**src/rtl/hcbp_pkg.sv**
```systemverilog
// Shared types and constants for the code bit packer.
// Used by hcbp_code_table, hcbp_packer and huffman_code_bit_packer; no dependencies.
`default_nettype none

package hcbp_pkg;

    // Item kinds carried on the input tuser field.
    typedef enum logic [1:0] {
        MODE_LOAD   = 2'd0,
        MODE_ENCODE = 2'd1,
        MODE_FLUSH  = 2'd2
    } mode_t;

    localparam int BYTE_BITS = 8;
    localparam int PEND_BITS = 7;
    localparam int MODE_W    = 2;

    // Input tdata layout, lowest bit first.
    localparam int SYM_W       = 8;
    localparam int CODE_IN_W   = 32;
    localparam int LEN_IN_W    = 6;
    localparam int SYM_LSB     = 0;
    localparam int CODE_LSB    = SYM_LSB + SYM_W;
    localparam int LEN_LSB     = CODE_LSB + CODE_IN_W;
    localparam int S_TDATA_W   = 48;
    localparam int M_TDATA_W   = 8;

    // Lookup stage item handed to the packer.
    typedef struct packed {
        logic valid;
        logic flush;
    } pk_item_t;

    // Packer status seen by the lookup stage.
    typedef struct packed {
        logic ready;    // no completed byte left to send, can merge a new item
        logic pending;  // leftover bits are held
    } pk_stat_t;

endpackage

`default_nettype wire

```
**src/rtl/hcbp_packer.sv**
```systemverilog
// Bit packer: merges a looked-up code into the leftover bits and sends one byte per beat.
// Depends on hcbp_pkg.
`default_nettype none

module hcbp_packer #(
    parameter int MAX_CODE_LEN = 32
) (
    input  wire logic                                 aclk,
    input  wire logic                                 aresetn,
    input  wire hcbp_pkg::pk_item_t                   item,
    input  wire logic [MAX_CODE_LEN-1:0]              code_la,
    input  wire logic [$clog2(MAX_CODE_LEN+1)-1:0]    code_len,
    output hcbp_pkg::pk_stat_t                        stat,
    output logic                                      out_valid,
    input  wire logic                                 out_ready,
    output logic [hcbp_pkg::BYTE_BITS-1:0]            out_byte,
    output logic                                      out_last
);
    import hcbp_pkg::*;

    localparam int CW    = MAX_CODE_LEN;
    localparam int AW    = CW + PEND_BITS;
    localparam int CNT_W = $clog2(AW + 1);

    // Ones over the top byte of the bit word.
    localparam logic [AW-1:0] TOP_MASK = {{BYTE_BITS{1'b1}}, {(AW - BYTE_BITS){1'b0}}};

    // Bit word is left aligned: the earliest unsent bit is the top bit.
    logic [AW-1:0]    word_reg, word_next;
    logic [CNT_W-1:0] count_reg, count_next;
    logic             out_valid_reg, out_valid_next;
    logic [BYTE_BITS-1:0] out_byte_reg, out_byte_next;
    logic             out_last_reg, out_last_next;

    logic             draining;
    logic             take;
    logic             out_free;
    logic             emit;
    logic [2:0]       pend_cnt;
    logic [AW-1:0]    src_word;
    logic [CNT_W-1:0] src_count;

    assign draining = count_reg >= CNT_W'(BYTE_BITS);
    assign pend_cnt = count_reg[2:0];
    assign take     = item.valid && !draining;
    assign out_free = !out_valid_reg || out_ready;

    // Pick the word to work on: the one still draining, or leftover bits merged with the item.
    // Flush padding fills only the rest of the top byte, so nothing is left below it.
    always_comb begin
        src_word  = word_reg;
        src_count = count_reg;
        if (take) begin
            if (item.flush) begin
                if (pend_cnt != 3'd0) begin
                    src_word  = word_reg | ((TOP_MASK >> pend_cnt) & TOP_MASK);
                    src_count = CNT_W'(BYTE_BITS);
                end
            end else begin
                src_word  = word_reg | ({code_la, {PEND_BITS{1'b0}}} >> pend_cnt);
                src_count = count_reg + CNT_W'(code_len);
            end
        end
    end

    // Send the top byte whenever one is complete and the output register is free.
    always_comb begin
        emit           = (src_count >= CNT_W'(BYTE_BITS)) && out_free;
        word_next      = src_word;
        count_next     = src_count;
        out_valid_next = out_valid_reg && !out_ready;
        out_byte_next  = out_byte_reg;
        out_last_next  = out_last_reg;
        if (emit) begin
            word_next      = src_word << BYTE_BITS;
            count_next     = src_count - CNT_W'(BYTE_BITS);
            out_valid_next = 1'b1;
            out_byte_next  = src_word[AW-1 -: BYTE_BITS];
            out_last_next  = src_count < CNT_W'(2 * BYTE_BITS);
        end
    end

    always_ff @(posedge aclk) begin
        if (!aresetn) begin
            word_reg      <= '0;
            count_reg     <= '0;
            out_valid_reg <= 1'b0;
        end else begin
            word_reg      <= word_next;
            count_reg     <= count_next;
            out_valid_reg <= out_valid_next;
        end
        out_byte_reg <= out_byte_next;
        out_last_reg <= out_last_next;
    end

    assign stat.ready   = !draining;
    assign stat.pending = count_reg != '0;
    assign out_valid    = out_valid_reg;
    assign out_byte     = out_byte_reg;
    assign out_last     = out_last_reg;

endmodule

`default_nettype wire

```
**config.mk**
```make
export PLATFORM = sky130hd
export DESIGN_NAME = hcbp_packer
export DESIGN_NICKNAME = d
export VERILOG_FILES = /design/src/rtl/hcbp_pkg.sv /design/src/rtl/hcbp_packer.sv
export SDC_FILE = /design/constraint.sdc
export NUM_CORES = 1
export LEC_CHECK = 0
export ABC_AREA = 1
export BUFFER_PORTS_ARGS = -buffer_cell sky130_fd_sc_hd__buf_2
export CORE_UTILIZATION = 45
export DETAILED_ROUTE_END_ITERATION = 12
export PLACE_DENSITY = 0.72
export SLEW_MARGIN = 10
export SYNTH_ARGS = -nofsm -noshare
export SYNTH_HDL_FRONTEND = slang
export SYNTH_SLANG_ARGS = --single-unit
```
**constraint.sdc**
```tcl
create_clock -name aclk -period 3.83 [get_ports aclk]
set_input_delay 0.383 -clock aclk [delete_from_list [all_inputs] [get_ports aclk]]
set_output_delay 0.383 -clock aclk [all_outputs]
set_load 0.01 [all_outputs]
```
; After elaboration in Yosys (flattened, before gate mapping)
; Cells that the tools add are included.
[classes]
n_mux = 9
addsub = 2
div = 0
reduce_logical = 10
shifts = 2
multipliers = 0
magnitude_cmp = 3
n_bitwise = 3
eq_ne = 0
[op_table]
columns = op, n
row1 = $mux W39, 4
row2 = $or A39 B39 Y39, 2
row3 = $shr A39 B3 Y39, 1
row4 = $shr A39 B3 Y39 const A, 1
row5 = $mux W6, 4
row6 = $ge A6 B4 Y1 const B, 2
row7 = $add A6 B6 Y6, 1
row8 = $lt A6 B5 Y1 const B, 1
row9 = $reduce_bool A6 Y1, 1
row10 = $sub A6 B4 Y6 const B, 1
row11 = $logic_and A1 B1 Y1, 3
row12 = $logic_not A1 Y1, 3
row13 = $reduce_bool A3 Y1, 1
row14 = $reduce_or A2 Y1, 1
row15 = $logic_or A1 B1 Y1, 1
row16 = $mux W1, 1
row17 = $not A1 Y1, 1
[word_totals]
memories = 0
ramBits = 0
register_bits = 55
latchBits = 0
inputBits = 43
mem_bits_ro = 0

; Logic depth before layout (Yosys ltp)
[depth]
word_depth = 7
depth_mapped = 21
mapped_depth_nobuf = 20

; Worst setup path after synthesis
; Ideal clock, no wire load.
[synth_timing]
path_type = register -> register
from = register count_reg[1]
to = register out_byte_reg[0], in the netlist out_byte[0] (enable)
period_less_slack_ps = 2876
slack_ps = 954
stages_incl_launch_ff = 21
arrival_ps = 2597
cell_sequence = dfxtp_1 > inv_1 > clkbuf_1 > fa_1 > inv_1 > nand3_1 > nand2_1 > nor2_1 > nor2_2 > nand2_1 > nand2_1 > inv_1 > ha_1 > nand3_1 > nor2_1 > nor2_2 > nand2_4 > nand2_4 > buf_6 > buf_6 > inv_1
[synth_via]
elab_chain_len = 6
elab_cells_between_ends = 10
[synth_lines]
columns = item, line_no
row1 = start: declaration, hcbp_packer.sv:30  ; logic [CNT_W-1:0] count_reg, count_next;
row2 = start signal: assignment, hcbp_packer.sv:90  ; count_reg <= count_next;
row3 = $ge A6 B4 Y1 / $reduce_bool A3 Y1 (equally long branches), "hcbp_packer.sv:43, hcbp_packer.sv:55"
row4 = $logic_not A1 Y1 / $mux W6 (equally long branches), "hcbp_packer.sv:45, hcbp_packer.sv:55"
row5 = $logic_and A1 B1 Y1 / $mux W6 (equally long branches), "hcbp_packer.sv:45, hcbp_packer.sv:54"
row6 = $mux W6 (*), hcbp_packer.sv:53  ; if (take) begin
row7 = $ge A6 B4 Y1 (*), hcbp_packer.sv:68  ; emit = (src_count >= CNT_W'(BYTE_BITS)) && out_free;
row8 = $logic_and A1 B1 Y1 (*), hcbp_packer.sv:68
row9 = via emit, hcbp_packer.sv:38  ; logic emit;
row10 = end signal: assignment, hcbp_packer.sv:93  ; out_byte_reg <= out_byte_next;
row11 = end: declaration, hcbp_packer.sv:32  ; logic [BYTE_BITS-1:0] out_byte_reg, out_byte_next;
; The timed path passes the listed nets; every way through them passes the cells marked *.
; A chain may end at the register's enable or synchronous reset.

; Worst setup path in the final report
[layout_timing]
from = register count_reg[1]
to = register word_reg[30]
[layout_via]
elab_chain_len = 7
elab_cells_between_ends = 16
[layout_lines]
columns = item, line_no
row1 = $ge A6 B4 Y1 / $reduce_bool A3 Y1 (equally long branches), "hcbp_packer.sv:43, hcbp_packer.sv:55"
row2 = $logic_not A1 Y1 / $mux W6 (equally long branches), "hcbp_packer.sv:45, hcbp_packer.sv:55"
row3 = $logic_and A1 B1 Y1 / $mux W6 (equally long branches), "hcbp_packer.sv:45, hcbp_packer.sv:54"
row4 = $mux W6, hcbp_packer.sv:53
row5 = $ge A6 B4 Y1, hcbp_packer.sv:68
row6 = $logic_and A1 B1 Y1, hcbp_packer.sv:68
row7 = $mux W39 (*), hcbp_packer.sv:74  ; if (emit) begin
row8 = end signal: assignment, hcbp_packer.sv:89  ; word_reg <= word_next;
row9 = end: declaration, hcbp_packer.sv:29  ; logic [AW-1:0] word_reg, word_next;
; Mark *: on every way between the ends. The rest lies on a longest branch, timed or not.

==> results.cfg <==
[status]
status = finished, final reports clean

[power]
peakVddDrop_v = 0.0003861
p_per_area_mw_per_mm2 = 641.9
p_leak_uw = 0.002356

[cts]
insertion_delay_ns = 0.31
cts_buffer_depth = 2
cts_tree = yes
cts_resized = 0
cts.sinks = 55
cts_setup_buffers = 0
cts_buffers = 5
clk_pin_slew_ns = 0.10
cts_root_buffer = clkbuf_8
h-tree-depth = 2
cts_hold_buffers = 0

[job]
drv_cap = 0

[synth]
yosys_warnings = 0
avgSynthCellArea_um2 = 6.063
ys_seq_area_frac = 0.3032
synth_compound_area_frac = 0.1334
synthFlopType = dfxtp_1
syn-instance-count = 648
synthAdderAreaFrac = 0.02739
ys_ff_latch = 55
synth_cell_types = 38
synth_mux_area_frac = 0.01783
synthSimpleGateAreaFrac = 0.3885
postSynth.asyncResetShare = 0
synth.net_count = 699
synth-xor-area-share = 0.002229
synth-edff-count = 9
synth_top_family_by_area = simple AND/OR/NAND/NOR gates
synthesis.area_mm2 = 0.003929

[cells_and_area]
diodes = 0
final_common_cell = nand2_1
nNetsFinal = 733
nFillCells = 890
drive_gt1_frac = 0.1552
synthToLayoutAreaGrowth_pct = 9.395
largest_register_ffs = 39
final_cell_mix = nand2_1 (212), inv_1 (81), nor2_1 (73), buf_2 (54), o21ai_0 (47)
utilization = 0.5153

[global_routing]
antenna_found_initial = 0
grt_max_degree = 42
grt.total_usage = 0.2184
grt-ovfl-total = 0
grt_pass1_wl_mm = 15.65
first_global_vias = 3664

[timing]
tightest_slew_ns = 0.7238
fin_crit_ns = 3.102
period_share = 0.8100
slew_violations = 0
slew_headroom = 0.5169
finalSetupViolCount = 0
fin_skew_ns = 0.006398
rsz0062_at_grt = no
tns_ns = 0
hold_viol = 0
fmax_ghz = 0.3223

[place]
dpl.hpwl_mm = 6.888
port_buffers = 54
place_congestion = 0.8717

[setup_path]
reg2reg_depth = 20
crit_fanout = 33
startpoint_type = register
cp.arrival_ns = 3.32
required_ns = 4.05
end_kind = register
worstSetupPathType = reg -> reg

[floorplanning]
core_area_mm2 = 0.008341
initial_core_util = 0.4710
die_area_mm2 = 0.009108
ioPinCount = 55
rows = 33
die_x_um = 95.44
die_y_um = 95.44

[worst_hold_path]
hp-class = in -> reg
holdPathStages = 5

[routing]
wire_per_inst_um = 11.77
drtIter0Drc = 174
wirelength_mm = 9.274
drcViolationCount = 0
first_pass_iters = 5
via_per_inst = 4.923
antenna_left = 0
vias = 3879
## per-stage QoR
| stage | total power (µW) | setup slack (ns) | instance area, µm² | hold WS [ns] | std cells |
|---|---|---|---|---|---|
| 3_3_place_gp | 2412 | 0.7795 | 4209 | 0.4417 | 780 |
| 2_1_floorplan | 2172 | 0.9543 | 3929 | 0.4315 | 648 |
| 5_1_grt | 3065 | 0.3879 | 4298 | 0.4904 | 788 |
| 6_report | 2759 | 0.7275 | 4298 | 0.4668 | 788 |
| 4_1_cts | 2773 | 0.7054 | 4298 | 0.4632 | 788 |
| 3_5_place_dp | 2444 | 0.6570 | 4209 | 0.4543 | 780 |
## power breakdown
group          switching, µW  internal [µW]  leakage, µW
Clock                    192            128    0.0000402
Combinational           1030            533      0.00184
Sequential              58.0            814     0.000471
## cell type report
cell class | instances | area (µm²) | area share
Clock inverter | 3 | 20.02 | 0.004658
Timing Repair Buffer | 62 | 330.3 | 0.07686
Inverter | 85 | 319.1 | 0.07424
Sequential cell | 55 | 1191 | 0.2771
Clock buffer | 5 | 68.82 | 0.01601
Tap cell | 105 | 131.4 | 0.03057
Multi-Input combinational cell | 473 | 2237 | 0.5205
## routing by layer
metal  wire length [µm]  global-route usage  up-vias
met3                254             0.02791       15
met5                  0                   0        -
met1               4192              0.2458     1721
met2               4641              0.4208       61
li1                   -                   -     2082
met4                186             0.06841        0
## worst paths after layout
kind	start	end	slack [ns]
min	item[1]	count_reg[1]	0.47
max reg2reg	count_reg[1]	word_reg[30]	0.73
max	count_reg[1]	word_reg[30]	0.73
min reg2reg	word_reg[6]	word_reg[6]	0.47
## cells in the mapped netlist, types with 4 or more instances
cell type,count,share of area
dfxtp_1,46,0.23
mux2i_1,7,0.018
o211ai_1,5,0.0096
clkbuf_1,14,0.013
nand2_1,212,0.20
ha_1,7,0.022
nand3_1,33,0.042
nor2_2,21,0.033
or2_2,4,0.0064
buf_2,13,0.017
nor2_1,73,0.070
a21oi_1,36,0.046
buf_1,4,0.0038
edfxtp_1,9,0.069
inv_1,81,0.077
o21ai_0,47,0.060
## worst max-delay path, stage by stage (launching register included)
cell	delay, ns
dfxtp_1	0.47
inv_1	0.12
fa_1	0.43
inv_1	0.09
nand3_1	0.06
nand2_1	0.08
nor2_1	0.05
nor2_2	0.09
nand2_1	0.05
nand2_1	0.08
inv_1	0.08
ha_1	0.19
nand3_1	0.08
nor2_1	0.06
nor2_2	0.12
nand2_4	0.08
nand2_4	0.31
buf_4	0.33
nand2_1	0.10
nand2_1	0.07
nor2_1	0.05
## kinds of logic after synthesis
logic type	Yosys count
buffers and inverters	120
and+or+nand+nor	359
adders and majority gates	8
muxes	7
AOI/OAI and AO/OA	98
xor gates and xnor gates	1
DFF	55
(Power assumes the default switching activity.)
